<file path="src/hw/rtl/msg_pkg.sv">
// ----------------------------------------------------------------------------
// msg_pkg
// Shared types, constants and helpers of the maximal-length sequence generator.
// ----------------------------------------------------------------------------
`timescale 1ns / 1ps
`default_nettype none

package msg_pkg;

  localparam int MAX_BITS   = 31;
  localparam int CELLS      = MAX_BITS + 1;
  localparam int NB_W       = 5;
  localparam int TAP_W      = 32;
  localparam int MODE_W     = 2;
  localparam int REP_W      = 16;
  localparam int STEP_W     = MAX_BITS;
  localparam int GEN_W      = 32;
  localparam int ADDR_W     = 4;
  localparam int DATA_W     = 32;

  localparam logic [NB_W-1:0]  BITS_RESET = NB_W'(10);
  localparam logic [NB_W-1:0]  BITS_MIN   = NB_W'(2);
  localparam logic [REP_W-1:0] REP_RESET  = REP_W'(1);

  localparam logic [1:0] REG_BITS   = 2'd0;
  localparam logic [1:0] REG_TAPS   = 2'd1;
  localparam logic [1:0] REG_MODE   = 2'd2;
  localparam logic [1:0] REG_REPEAT = 2'd3;

  localparam logic [MODE_W-1:0] MODE_FULL    = 2'd0;
  localparam logic [MODE_W-1:0] MODE_BIT     = 2'd1;
  localparam logic [MODE_W-1:0] MODE_BIPOLAR = 2'd2;

  typedef struct packed {
    logic [NB_W-1:0]   bits_in_use;
    logic [TAP_W-1:0]  tap_mask;
    logic [MODE_W-1:0] output_mode;
    logic [REP_W-1:0]  repeat_count;
  } cfg_t;

  typedef struct packed {
    logic accept;
    logic restart;
    logic advance;
    logic reload;
  } cell_ctl_t;

  function automatic logic [NB_W-1:0] eff_bits(input logic [NB_W-1:0] n);
    eff_bits = (n < BITS_MIN) ? BITS_MIN : n;
  endfunction

  function automatic logic [MAX_BITS-1:0] len_mask(input logic [NB_W-1:0] n);
    logic [MAX_BITS:0] one_hot;
    one_hot  = (MAX_BITS+1)'(1) << n;
    len_mask = MAX_BITS'(one_hot - (MAX_BITS+1)'(1));
  endfunction

endpackage

`default_nettype wire

</file>
<file path="src/hw/rtl/msg_if.sv">
// ----------------------------------------------------------------------------
// msg_if
// Valid/ready channels of the sequence generator: request and sample beats.
// ----------------------------------------------------------------------------
`timescale 1ns / 1ps
`default_nettype none

interface msg_in_if;
  logic valid;
  logic ready;
  logic restart;

  modport source (output valid, output restart, input ready);
  modport sink   (input valid, input restart, output ready);
endinterface

interface msg_out_if;
  logic               valid;
  logic               ready;
  logic signed [31:0] gen_value;
  logic        [30:0] tap_value;
  logic               period_end;

  modport source (output valid, output gen_value, output tap_value,
                  output period_end, input ready);
  modport sink   (input valid, input gen_value, input tap_value,
                  input period_end, output ready);
endinterface

`default_nettype wire

</file>
<file path="src/hw/rtl/m_sequence_generator.sv">
// ----------------------------------------------------------------------------
// m_sequence_generator
// Maximal-length sequence generator with Fibonacci and Galois registers.
//
// Each request beat on in_ch (restart bit) produces one sample beat on
// out_ch: gen_value, tap_value and period_end. restart = 1 reloads both
// registers to 1 and clears the counters before that sample is formed.
// Every sequence value is repeated repeat_count times (once if zero);
// period_end marks the last sample of a period of 2^n-1 values, after
// which both registers reload. output_mode selects full states, the low
// bit, or +1/-1; mode 3 gives zero. The sample is registered in the cycle
// after its request is accepted; one beat is taken every cycle unless
// the receiver stalls. The sample register is refilled while the receiver
// takes the old beat; if the receiver stalls, the request channel stalls
// with it. After reset: n = 10, taps 0, mode 0, repeat 1, registers at 1.
// Program the APB registers only while no beat is in flight.
// ----------------------------------------------------------------------------
`timescale 1ns / 1ps
`default_nettype none

module m_sequence_generator (
  input  wire logic                       clk,
  input  wire logic                       rst_n,
  msg_in_if.sink                          in_ch,
  msg_out_if.source                       out_ch,
  input  wire logic                       psel,
  input  wire logic                       penable,
  input  wire logic                       pwrite,
  input  wire logic [msg_pkg::ADDR_W-1:0] paddr,
  input  wire logic [msg_pkg::DATA_W-1:0] pwdata,
  output logic      [msg_pkg::DATA_W-1:0] prdata,
  output logic                            pready
);
  import msg_pkg::*;

  cfg_t             cfg;
  cell_ctl_t        ctl;
  logic             accept, period_end;
  logic [NB_W-1:0]  n_eff;
  logic [CELLS-1:0] in_use, is_top, fib_bit, gal_bit, fib_term;
  logic             fib_fb, gal_fb;
  logic [MAX_BITS-1:0] fib_state, gal_state;
  logic signed [GEN_W-1:0] gen_nxt;
  logic [MAX_BITS-1:0]     tap_nxt;

  logic                    out_valid_r;
  logic signed [GEN_W-1:0] gen_r;
  logic [MAX_BITS-1:0]     tap_r;
  logic                    pend_r;

  msg_regs u_regs (
    .clk     (clk),
    .rst_n   (rst_n),
    .psel    (psel),
    .penable (penable),
    .pwrite  (pwrite),
    .paddr   (paddr),
    .pwdata  (pwdata),
    .prdata  (prdata),
    .pready  (pready),
    .cfg     (cfg)
  );

  assign n_eff        = eff_bits(cfg.bits_in_use);
  assign in_ch.ready  = ~out_valid_r | out_ch.ready;
  assign accept       = in_ch.valid & in_ch.ready;

  msg_ctrl u_ctrl (
    .clk          (clk),
    .rst_n        (rst_n),
    .accept       (accept),
    .restart      (in_ch.restart),
    .n_eff        (n_eff),
    .repeat_count (cfg.repeat_count),
    .ctl          (ctl),
    .period_end   (period_end)
  );

  for (genvar i = 0; i < CELLS; i++) begin : g_cell
    logic fib_left, gal_right;

    assign in_use[i] = {1'b0, n_eff} > (NB_W+1)'(i);
    assign is_top[i] = {1'b0, n_eff} == (NB_W+1)'(i + 1);

    if (i == CELLS - 1) begin : g_msb
      assign fib_left = 1'b0;
    end else begin : g_mid
      assign fib_left = fib_bit[i+1];
    end

    if (i == 0) begin : g_lsb
      assign gal_right = 1'b0;
    end else begin : g_up
      assign gal_right = gal_bit[i-1];
    end

    msg_cell u_cell (
      .clk       (clk),
      .rst_n     (rst_n),
      .ctl       (ctl),
      .seed      (i == 0),
      .in_use    (in_use[i]),
      .is_top    (is_top[i]),
      .tap       (cfg.tap_mask[i]),
      .fib_left  (fib_left),
      .fib_fb    (fib_fb),
      .gal_right (gal_right),
      .gal_fb    (gal_fb),
      .fib_bit   (fib_bit[i]),
      .gal_bit   (gal_bit[i]),
      .fib_term  (fib_term[i])
    );
  end

  assign fib_fb    = ^fib_term;
  assign gal_fb    = |(gal_bit & is_top);
  assign fib_state = fib_bit[MAX_BITS-1:0];
  assign gal_state = gal_bit[MAX_BITS-1:0] & in_use[MAX_BITS-1:0];

  always_comb begin
    gen_nxt = '0;
    tap_nxt = '0;
    case (cfg.output_mode)
      MODE_FULL: begin
        gen_nxt = GEN_W'(fib_state);
        tap_nxt = gal_state;
      end
      MODE_BIT:     gen_nxt = GEN_W'(fib_state[0]);
      MODE_BIPOLAR: gen_nxt = fib_state[0] ? -GEN_W'(1) : GEN_W'(1);
      default: begin
        gen_nxt = '0;
        tap_nxt = '0;
      end
    endcase
  end

  always_ff @(posedge clk) begin
    if (!rst_n) begin
      out_valid_r <= 1'b0;
    end else if (in_ch.ready) begin
      out_valid_r <= in_ch.valid;
    end
  end

  always_ff @(posedge clk) begin
    if (accept) begin
      gen_r  <= gen_nxt;
      tap_r  <= tap_nxt;
      pend_r <= period_end;
    end
  end

  assign out_ch.valid      = out_valid_r;
  assign out_ch.gen_value  = gen_r;
  assign out_ch.tap_value  = tap_r;
  assign out_ch.period_end = pend_r;

endmodule

`default_nettype wire

</file>
<file path="src/hw/rtl/msg_regs.sv">
// ----------------------------------------------------------------------------
// msg_regs
// APB-style configuration registers: length, taps, output mode and repeat.
// ----------------------------------------------------------------------------
`timescale 1ns / 1ps
`default_nettype none

module msg_regs (
  input  wire logic                       clk,
  input  wire logic                       rst_n,
  input  wire logic                       psel,
  input  wire logic                       penable,
  input  wire logic                       pwrite,
  input  wire logic [msg_pkg::ADDR_W-1:0] paddr,
  input  wire logic [msg_pkg::DATA_W-1:0] pwdata,
  output logic      [msg_pkg::DATA_W-1:0] prdata,
  output logic                            pready,
  output msg_pkg::cfg_t                   cfg
);
  import msg_pkg::*;

  cfg_t       cfg_r;
  cfg_t       cfg_nxt;
  logic       wr_en;
  logic [1:0] reg_idx;

  assign pready  = 1'b1;
  assign wr_en   = psel & penable & pwrite;
  assign reg_idx = paddr[3:2];
  assign cfg     = cfg_r;

  always_comb begin
    cfg_nxt = cfg_r;
    if (wr_en) begin
      case (reg_idx)
        REG_BITS:   cfg_nxt.bits_in_use  = pwdata[NB_W-1:0];
        REG_TAPS:   cfg_nxt.tap_mask     = pwdata[TAP_W-1:0];
        REG_MODE:   cfg_nxt.output_mode  = pwdata[MODE_W-1:0];
        REG_REPEAT: cfg_nxt.repeat_count = pwdata[REP_W-1:0];
        default:    cfg_nxt = cfg_r;
      endcase
    end
  end

  always_comb begin
    case (reg_idx)
      REG_BITS:   prdata = DATA_W'(cfg_r.bits_in_use);
      REG_TAPS:   prdata = DATA_W'(cfg_r.tap_mask);
      REG_MODE:   prdata = DATA_W'(cfg_r.output_mode);
      REG_REPEAT: prdata = DATA_W'(cfg_r.repeat_count);
      default:    prdata = '0;
    endcase
  end

  always_ff @(posedge clk) begin
    if (!rst_n) begin
      cfg_r.bits_in_use  <= BITS_RESET;
      cfg_r.tap_mask     <= '0;
      cfg_r.output_mode  <= MODE_FULL;
      cfg_r.repeat_count <= REP_RESET;
    end else begin
      cfg_r <= cfg_nxt;
    end
  end

endmodule

`default_nettype wire

</file>
<file path="src/hw/rtl/msg_ctrl.sv">
// ----------------------------------------------------------------------------
// msg_ctrl
// Hold and step counters; decide per beat whether the cell row holds,
// advances or reloads, and flag the last sample of a period.
// ----------------------------------------------------------------------------
`timescale 1ns / 1ps
`default_nettype none

module msg_ctrl (
  input  wire logic                      clk,
  input  wire logic                      rst_n,
  input  wire logic                      accept,
  input  wire logic                      restart,
  input  wire logic [msg_pkg::NB_W-1:0]  n_eff,
  input  wire logic [msg_pkg::REP_W-1:0] repeat_count,
  output msg_pkg::cell_ctl_t             ctl,
  output logic                           period_end
);
  import msg_pkg::*;

  logic [REP_W-1:0]  hold_r,  hold_nxt,  hold_eff, rep_m1;
  logic [STEP_W-1:0] step_r,  step_nxt,  step_eff, last_step;
  logic              hold_done, period_done;

  assign hold_eff    = restart ? '0 : hold_r;
  assign step_eff    = restart ? '0 : step_r;
  assign rep_m1      = (repeat_count == '0) ? '0 : repeat_count - REP_W'(1);
  assign last_step   = len_mask(n_eff) - STEP_W'(1);
  assign hold_done   = hold_eff >= rep_m1;
  assign period_done = step_eff >= last_step;
  assign period_end  = hold_done & period_done;

  assign ctl.accept  = accept;
  assign ctl.restart = restart;
  assign ctl.advance = hold_done & ~period_done;
  assign ctl.reload  = hold_done & period_done;

  always_comb begin
    hold_nxt = hold_r;
    step_nxt = step_r;
    if (accept) begin
      if (!hold_done) begin
        hold_nxt = hold_eff + REP_W'(1);
        step_nxt = step_eff;
      end else if (period_done) begin
        hold_nxt = '0;
        step_nxt = '0;
      end else begin
        hold_nxt = '0;
        step_nxt = step_eff + STEP_W'(1);
      end
    end
  end

  always_ff @(posedge clk) begin
    if (!rst_n) begin
      hold_r <= '0;
      step_r <= '0;
    end else begin
      hold_r <= hold_nxt;
      step_r <= step_nxt;
    end
  end

endmodule

`default_nettype wire

</file>
<file path="src/hw/rtl/msg_cell.sv">
// ----------------------------------------------------------------------------
// msg_cell
// One bit position of both shift registers: a Fibonacci bit fed from the
// left neighbour and a Galois bit fed from the right neighbour.
// ----------------------------------------------------------------------------
`timescale 1ns / 1ps
`default_nettype none

module msg_cell (
  input  wire logic         clk,
  input  wire logic         rst_n,
  input  wire msg_pkg::cell_ctl_t ctl,
  input  wire logic         seed,
  input  wire logic         in_use,
  input  wire logic         is_top,
  input  wire logic         tap,
  input  wire logic         fib_left,
  input  wire logic         fib_fb,
  input  wire logic         gal_right,
  input  wire logic         gal_fb,
  output logic              fib_bit,
  output logic              gal_bit,
  output logic              fib_term
);
  import msg_pkg::*;

  logic fib_r, fib_nxt, fib_eff;
  logic gal_r, gal_nxt;

  assign fib_eff  = ctl.restart ? seed : fib_r;
  assign fib_bit  = fib_eff & in_use;
  assign gal_bit  = ctl.restart ? seed : gal_r;
  assign fib_term = fib_bit & tap;

  always_comb begin
    fib_nxt = fib_r;
    gal_nxt = gal_r;
    if (ctl.accept) begin
      if (ctl.reload) begin
        fib_nxt = seed;
        gal_nxt = seed;
      end else if (ctl.advance) begin
        fib_nxt = is_top ? fib_fb : fib_left;
        gal_nxt = gal_right ^ (gal_fb & tap);
      end else begin
        fib_nxt = fib_eff;
        gal_nxt = gal_bit;
      end
    end
  end

  always_ff @(posedge clk) begin
    if (!rst_n) begin
      fib_r <= seed;
      gal_r <= seed;
    end else begin
      fib_r <= fib_nxt;
      gal_r <= gal_nxt;
    end
  end

endmodule

`default_nettype wire

</file>
<file path="src/flat_wrapper.sv">
// flat-port wrapper written by rule: the top's interface ports become plain ports
module m_sequence_generator_flat import msg_pkg::*;
  (clk, rst_n, psel, penable, pwrite, paddr, pwdata, prdata, pready, in_ch_valid, in_ch_restart, in_ch_ready, out_ch_valid, out_ch_gen_value, out_ch_tap_value, out_ch_period_end, out_ch_ready);
  msg_in_if in_ch_i ();
  msg_out_if out_ch_i ();
  input  wire logic clk;
  input  wire logic rst_n;
  input  wire logic psel;
  input  wire logic penable;
  input  wire logic pwrite;
  input  wire logic [msg_pkg::ADDR_W-1:0] paddr;
  input  wire logic [msg_pkg::DATA_W-1:0] pwdata;
  output logic      [msg_pkg::DATA_W-1:0] prdata;
  output logic pready;
  input wire logic [$bits(in_ch_i.valid)-1:0] in_ch_valid;
  input wire logic [$bits(in_ch_i.restart)-1:0] in_ch_restart;
  output wire logic [$bits(in_ch_i.ready)-1:0] in_ch_ready;
  output wire logic [$bits(out_ch_i.valid)-1:0] out_ch_valid;
  output wire logic [$bits(out_ch_i.gen_value)-1:0] out_ch_gen_value;
  output wire logic [$bits(out_ch_i.tap_value)-1:0] out_ch_tap_value;
  output wire logic [$bits(out_ch_i.period_end)-1:0] out_ch_period_end;
  input wire logic [$bits(out_ch_i.ready)-1:0] out_ch_ready;
  assign in_ch_i.valid = in_ch_valid;
  assign in_ch_i.restart = in_ch_restart;
  assign in_ch_ready = in_ch_i.ready;
  assign out_ch_valid = out_ch_i.valid;
  assign out_ch_gen_value = out_ch_i.gen_value;
  assign out_ch_tap_value = out_ch_i.tap_value;
  assign out_ch_period_end = out_ch_i.period_end;
  assign out_ch_i.ready = out_ch_ready;
  m_sequence_generator u_core (.clk(clk), .rst_n(rst_n), .in_ch(in_ch_i), .out_ch(out_ch_i), .psel(psel), .penable(penable), .pwrite(pwrite), .paddr(paddr), .pwdata(pwdata), .prdata(prdata), .pready(pready));
endmodule
</file>
<file path="config.mk">
export PLATFORM = sky130hd
export DESIGN_NAME = m_sequence_generator_flat
export DESIGN_NICKNAME = d
export VERILOG_FILES = /design/src/hw/rtl/msg_pkg.sv /design/src/hw/rtl/msg_if.sv /design/src/hw/rtl/m_sequence_generator.sv /design/src/hw/rtl/msg_regs.sv /design/src/hw/rtl/msg_ctrl.sv /design/src/hw/rtl/msg_cell.sv /design/src/flat_wrapper.sv
export SDC_FILE = /design/constraint.sdc
export NUM_CORES = 1
export LEC_CHECK = 0
export ABC_CLOCK_PERIOD_IN_PS = 6510
export BUFFER_PORTS_ARGS = -buffer_cell sky130_fd_sc_hd__buf_4
export CORE_MARGIN = 2
export CORE_UTILIZATION = 40
export CTS_BUF_LIST = sky130_fd_sc_hd__clkbuf_2
export CTS_CLUSTER_SIZE = 40
export DETAILED_ROUTE_END_ITERATION = 10
export PLACE_DENSITY = 0.69
export SLEW_MARGIN = 20
export SYNTH_ARGS = -nofsm -noshare
export SYNTH_HDL_FRONTEND = slang
export SYNTH_SLANG_ARGS = --single-unit
export TNS_END_PERCENT = 20
</file>
<file path="constraint.sdc">
create_clock -name clk -period 6.51 [get_ports clk]
set_input_delay 0.651 -clock clk [delete_from_list [all_inputs] [get_ports clk]]
set_output_delay 0.651 -clock clk [all_outputs]
set_load 0.1 [all_outputs]
</file>
-- Yosys cells after proc, flatten, opt, wreduce, memory -nomap -nowiden
Index checks and enable logic that the tools add are counted.
- output and inout bits: 99
- register bits: 230
- muxes and demuxes: 230
- order comparisons: 34
- shift-type cells: 1
- add/sub/neg operators: 5
- bitwise operators: 135
- equality and inequality tests: 36
- reductions and logical operators: 9
- operator list (cell ; count):
    $mux 1 ; 220
    $pmux 32 s4 ; 1
    $and 1x1->1 ; 99
    $pmux 32 s3 ; 1
    $mux 31 ; 3
    $eq 5x5->1 const B ; 16
    $gt 5x5->1 const B ; 15
    $sub 31x1->31 const B ; 2
    $mux 16 ; 3
    $eq 5x4->1 const B ; 8
    $gt 5x4->1 const B ; 8
    $and 32x31->32 ; 1
    $mux 32 ; 1
    $reduce_or 32->1 ; 1
    $reduce_xor 32->1 ; 1
    $add 31x1->31 const B ; 1
    $and 31x31->31 ; 1
    $ge 31x31->1 ; 1
    $shl 1x5->31 const A ; 1
    $xor 1x1->1 ; 31
    $eq 5x3->1 const B ; 4
    $gt 5x3->1 const B ; 4
    $add 16x1->16 const B ; 1
    $ge 16x16->1 ; 1
    other kinds (14) ; 25

-- Longest topological paths before layout
- depth in word-level cells: 10
- gate-level depth with buffers: 23
- depth with buffers taken out: 19

-- Modules after synthesis
A second synthesis with hierarchy kept.
- cell total of the unflattened synthesis: 1970
- area, all modules: 17421.7 um^2
- by module, submodules not included (module ; sequential area each (um^2) ; cells an instance ; times used ; area an instance (um^2)):
    msg_cell ; 60.1 ; 20 ; 32 ; 187.7
    msg_ctrl ; 940.9 ; 724 ; 1 ; 5198.7
    m_sequence_generator ; 1941.9 ; 327 ; 1 ; 3585.9
    msg_regs ; 1101.1 ; 279 ; 1 ; 2631.3

-- Least setup slack after synthesis
Ideal clock, no wire load.
- kind: input to register
- from: input in_ch_restart
- to: register u_core.u_ctrl.step_r[22]
- buffers on the path: 7
- slack: 1.676 ns
- library setup time: 0.107 ns
- stages: 18
- arrival time: 4.728 ns
- path through: clkbuf_1 -> clkbuf_1 -> buf_2 -> clkbuf_1 -> clkbuf_1 -> clkbuf_1 -> nor2b_1 -> ha_1 -> a21o_1 -> a21o_1 -> a221oi_1 -> o221ai_1 -> a221oi_2 -> nor2_1 -> nor2_1 -> clkbuf_1 -> nand2_1 -> a311oi_1
- cells in the longest elaborated chain, start to end: 4
- elaborated cells between the ends (all ways): 7
- those cells by class: add/sub (1); order compare (2); mux (4)
- RTL lines (item ; RTL line ; RTL):
    start, declared ; flat_wrapper.sv:16 ; input wire logic [$bits(in_ch_i.restart)-1:0] in_ch_restart;
    $mux 31 ; msg_ctrl.sv:26 ; assign step_eff = restart ? '0 : step_r;
    $add 31x1->31 or $ge 31x31->1 (tied branches) ; msg_ctrl.sv:50, msg_ctrl.sv:30 ;
    $mux 31 ; msg_ctrl.sv:45 ; end else if (period_done) begin
    $mux 31 * ; msg_ctrl.sv:42 ; if (!hold_done) begin
    end signal, assigned ; msg_ctrl.sv:61 ; step_r <= step_nxt;
    end, declared ; msg_ctrl.sv:22 ; logic [STEP_W-1:0] step_r, step_nxt, step_eff, last_step;
Every way passes the cells marked *; elsewhere a longest branch is shown, timed or not.
A chain may end at the register's enable or synchronous reset.

-- Final worst setup path
- from: register u_core.u_regs.cfg[0] (netlist name)
- to: register u_core.g_cell[20].u_cell.gal_r
- cells in the longest elaborated chain, start to end: 6
- elaborated cells between the ends (all ways): 8
- those cells by class: add/sub (1); order compare (1); mux (3); bitwise (2); reduce/logical (1)
- RTL lines (item ; RTL line ; RTL):
    $sub 16x1->16 or $logic_not 16->1 (tied branches) ; msg_ctrl.sv:27 ; assign rep_m1 = (repeat_count == '0) ? '0 : repeat_count - REP_W'(1);
    $mux 16 * ; msg_ctrl.sv:27 ;
    $ge 16x16->1 * ; msg_ctrl.sv:29 ; assign hold_done = hold_eff >= rep_m1;
    $and 1x1->1 ; msg_ctrl.sv:35 ; assign ctl.advance = hold_done & ~period_done;
    $mux 1 ; msg_cell.sv:42 ; end else if (ctl.advance) begin
    $mux 1 * ; msg_cell.sv:39 ; if (ctl.reload) begin
    end signal, assigned ; msg_cell.sv:58 ; gal_r <= gal_nxt;
    end, declared ; msg_cell.sv:28 ; logic gal_r, gal_nxt;
Marks and branches as above.

==> summary.md <==
| Metric | Value |
|---|---|
| Portion of synthesized cell area occupied by the leading cell type | 24.1% |
| CP required | 7.37 ns |
| Max IR drop VDD | 0.197 mV |
| Global-route usage over all layers | 24.8% |
| Synthesis-to-layout area growth | 16.3% |
| Mean number of vias per cell | 5.86 |
| # DRC | 0 |
| Crit path launch type | flip-flop |
| Clk_lat worst skew | 0.95 ns |
| Initial standard-cell utilization of the core | 40.8% |
| Post-Route Hold Slack | 0.0915 ns |
| Ys async rst share | 0% |
| Maximum number of pins on one net before global-route repair | 70 |
| Ratio of cells with drive above 1 in the final layout | 15.3% |
| Max Fclk | 177 MHz |
| Total of buffers placed on input and output ports | 139 |
| Maximum net fanout on the critical path | 37 |
| Most common flop cell mapped by yosys | sky130_fd_sc_hd__dfxtp_1 |
| Post-cts resize count | 0 |
| Horizontal die dimension | 189 um |
| Flop and latch count out of synthesis | 229 |
| H-tree depth | 2 |
| Outcome | finished, final reports clean |
| Setup skew after layout | 0.0856 ns |
| Max_cap viols | 0 |
| Number of antenna violations at the first check in global routing | 1 |
| Die span in y | 189 um |
| Synth area leader | sky130_fd_sc_hd__dfxtp_1 |
| Design Power | 3.09 mW |
| EDFF count, synth | 64 |
| DP Wirelength | 31700 um |
| Total routed wirelength | 45700 um |
| Power density over the cells | 194 mW/mm^2 |
| Final critical-path share of the clock period | 86.9% |
| Finish-stage setup viols | 0 |
| Leading cell types by total area after synthesis | sky130_fd_sc_hd__dfxtp_1 24%, sky130_fd_sc_hd__edfxtp_1 14%, sky130_fd_sc_hd__a21oi_1 7.0% |
| Wire length of the first global-routing pass | 70300 um |
| Number of hold-slack violations in the final timing report | 0 |
| Longest Clk Path Bufs | 3 |
| Transition time at the pin with the least slew margin | 0.981 ns |
| Cell at the root of the clock tree | sky130_fd_sc_hd__clkbuf_2 |
| Slew Limit Fails | 0 |
| CTS sink cnt | 229 |
| Category of the critical setup timing path | reg -> reg |
| Total number of nets in the final design | 1933 |
| Overall via count from detail_route | 13673 |
| Number of CTS-inserted buffers | 60 |
| Boundary pin count | 143 |
| Core area | 0.0336 sq mm |
| Number of rows in the core area | 67 |
| Fraction of the yosys area taken by sequential cells | 38.1% |
| Minimum clock period | 5.66 ns |
| Rel. slew slack | 34.0% |
| Via count of the first global-routing pass | 12667 |
| CP Data Arrival Time | 6.51 ns |
| Drt wl/cell | 19.6 um |
| Unrepaired setup endpoints after global routing | no |
| Router iterations before antenna repair | 6 |
| Element type at the critical path end | flip-flop |
| DR iter-0 viols | 1810 |
| Full die area | 0.0358 sq mm |
| Final std cells w/o fill | 2333 |
| Warning count from the yosys run | 0 |
| Setup TNS Final | 0 ns |
| Final weighted congestion of routability-driven global placement | 0.967 |
| Post-synthesis instance total | 1693 |
| Remaining Overflow, GRT | 0 |
| Remaining number of nets flagged by the antenna check after routing | 0 |
| Clock tree from TritonCTS | built |
| Summed instance area of the synthesized netlist | 0.0137 sq mm |
| Worst slack at placement | 0.957 ns |
| Cell variety after synth | 81 |
| Fill cell instance count of the final layout | 3216 |
| Hold Crit Class | in -> reg |
| Post-route setup slack | 0.852 ns |
| Post-synthesis average cell area | 8.09 sq um |
| Clock-pin slew on the worst setup and hold paths | 0.10 ns |
| Leakage power total | 6.30 nW |
| Placed Instances | 2190 |
==> critical path, stage by stage, from the launching register on <==
cell and delay, ns:
sky130_fd_sc_hd__dfxtp_1 0.36, sky130_fd_sc_hd__inv_1 0.11, sky130_fd_sc_hd__ha_1 0.19, sky130_fd_sc_hd__nand2_1 0.09, sky130_fd_sc_hd__or3_1 0.37, sky130_fd_sc_hd__nor4_1 0.76
sky130_fd_sc_hd__nand3_1 0.52, sky130_fd_sc_hd__nand2_1 0.19, sky130_fd_sc_hd__ha_1 0.27, sky130_fd_sc_hd__a211oi_1 0.21, sky130_fd_sc_hd__nor2_1 0.08, sky130_fd_sc_hd__a2111o_1 0.40
sky130_fd_sc_hd__a21oi_1 0.13, sky130_fd_sc_hd__buf_4 0.31, sky130_fd_sc_hd__nand2b_1 0.28, sky130_fd_sc_hd__nand2_2 0.72, sky130_fd_sc_hd__buf_4 0.39, sky130_fd_sc_hd__nand2_1 0.10
sky130_fd_sc_hd__a21oi_1 0.12
==> cells in the mapped netlist (all sizes together), types with 35 or more instances <==
| library cell | instances |
|---|---|
| ha | 51 |
| nor2 | 110 |
| o21ai | 105 |
| nor3 | 35 |
| nand3 | 59 |
| edfxtp | 64 |
| nor2b | 64 |
| nand2 | 251 |
| nand2b | 44 |
| dfxtp | 165 |
| a21oi | 193 |
| clkbuf | 94 |
| and3 | 42 |
==> final cells by class <==
| type | instances | area [sq um] | area share, % |
|---|---|---|---|
| Inverter | 23 | 90.1 | 0.565 |
| Antenna cell | 1 | 2.50 | 0.0157 |
| Tap cell | 448 | 561 | 3.52 |
| Clock inverter | 31 | 184 | 1.15 |
| Clock buffer | 77 | 385 | 2.42 |
| Sequential cell | 229 | 5230 | 32.8 |
| Multi-Input combinational cell | 1322 | 7890 | 49.5 |
| Timing Repair Buffer | 202 | 1600 | 10.0 |
==> per-layer routing <==
| layer | GRT usage [%] | routed length [um] | vias up |
|---|---|---|---|
| li1 | - | - | 6405 |
| met3 | 4.26 | 4180 | 134 |
| met5 | 0 | 0 | - |
| met4 | 9.89 | 1600 | 0 |
| met2 | 38.3 | 20300 | 698 |
| met1 | 34.4 | 19600 | 6436 |
==> cells by family (layout without fill, tap and decap cells) <==
group,count (synthesis),after routing,synth area share [%]
buffers and inverters,144,333,4.39
adders and majority gates,51,51,4.66
and+or+nand+nor,761,761,28.3
DFF,229,229,38.1
xor gates and xnor gates,35,35,2.76
other,2,5,0.0548
AOI/OAI and AO/OA,445,445,19.5
muxes,26,26,2.25
==> worst paths after layout <==
check,depth (start not counted),slack [ns],startpoint,to
max,18,0.85,u_core.u_regs.cfg[0]$_SDFFE_PN1P_,u_core.g_cell[20].u_cell.gal_r$_SDFFE_PN0P_
max reg2reg,18,0.85,u_core.u_regs.cfg[0]$_SDFFE_PN1P_,u_core.g_cell[20].u_cell.gal_r$_SDFFE_PN0P_
min,3,0.09,out_ch_ready,u_core.out_ch.valid$_SDFFE_PN0N_
min reg2reg,2,0.46,u_core.g_cell[13].u_cell.fib_r$_SDFFE_PN0P_,u_core.g_cell[13].u_cell.fib_r$_SDFFE_PN0P_
==> flip-flops by register name (all words and copies together), names as in the netlist <==
name,cells
u_core.out_ch.valid,1
u_core.u_ctrl.hold_r,16
u_core.g_cell.u_cell.fib_r,31
u_core.u_regs.cfg,55
u_core.out_ch.tap_value,31
u_core.out_ch.gen_value,32
u_core.out_ch.period_end,1
u_core.g_cell.u_cell.gal_r,31
u_core.u_ctrl.step_r,31
==> timing repair <==
item / in CTS / in global routing
endpoints found under the hold margin: 48 / 0
buffers inserted: 0 / 0
hold buffers: 34 / 0
==> metrics by stage <==
stage                     utilization [%]  cell area [sq um]
after global placement               44.7              15000
after detailed placement             44.7              15000
after floorplan                         -              13700
after global routing                 47.4              15900
final                                47.4              15900
after CTS                            47.4              15900
==> layout by cell type, fill, tap and decap left out, types with 10 or more instances in the layout <==
master	instances
sky130_fd_sc_hd__nand2b_1	44
sky130_fd_sc_hd__nor3_1	34
sky130_fd_sc_hd__inv_1	21
sky130_fd_sc_hd__nor4_1	10
sky130_fd_sc_hd__xnor2_1	21
sky130_fd_sc_hd__nand2_1	248
sky130_fd_sc_hd__nor3b_1	16
sky130_fd_sc_hd__and2_1	30
sky130_fd_sc_hd__a21oi_1	193
sky130_fd_sc_hd__a31oi_1	25
sky130_fd_sc_hd__buf_4	168
sky130_fd_sc_hd__dlygate4sd3_1	34
sky130_fd_sc_hd__nor2_1	109
sky130_fd_sc_hd__nor2b_1	62
sky130_fd_sc_hd__and3b_1	30
sky130_fd_sc_hd__o21ai_0	102
sky130_fd_sc_hd__or3_1	15
sky130_fd_sc_hd__and3_1	42
sky130_fd_sc_hd__clkbuf_2	77
sky130_fd_sc_hd__edfxtp_1	64
sky130_fd_sc_hd__clkinv_2	10
sky130_fd_sc_hd__clkinv_1	19
sky130_fd_sc_hd__dfxtp_1	164
sky130_fd_sc_hd__nand4_1	30
sky130_fd_sc_hd__nand3_1	59
sky130_fd_sc_hd__mux2i_1	15
sky130_fd_sc_hd__ha_1	51
sky130_fd_sc_hd__a21o_1	24
==> report_power, final <==
part           switching (mW)  internal (mW)  leakage, nW  total [mW]
clock network           0.639          0.413        0.413        1.05
registers              0.0278           1.50         1.98        1.52
logic                   0.387          0.130         3.91       0.516
total                    1.05           2.04         6.30        3.09
Power figures use the tool's default switching activity.
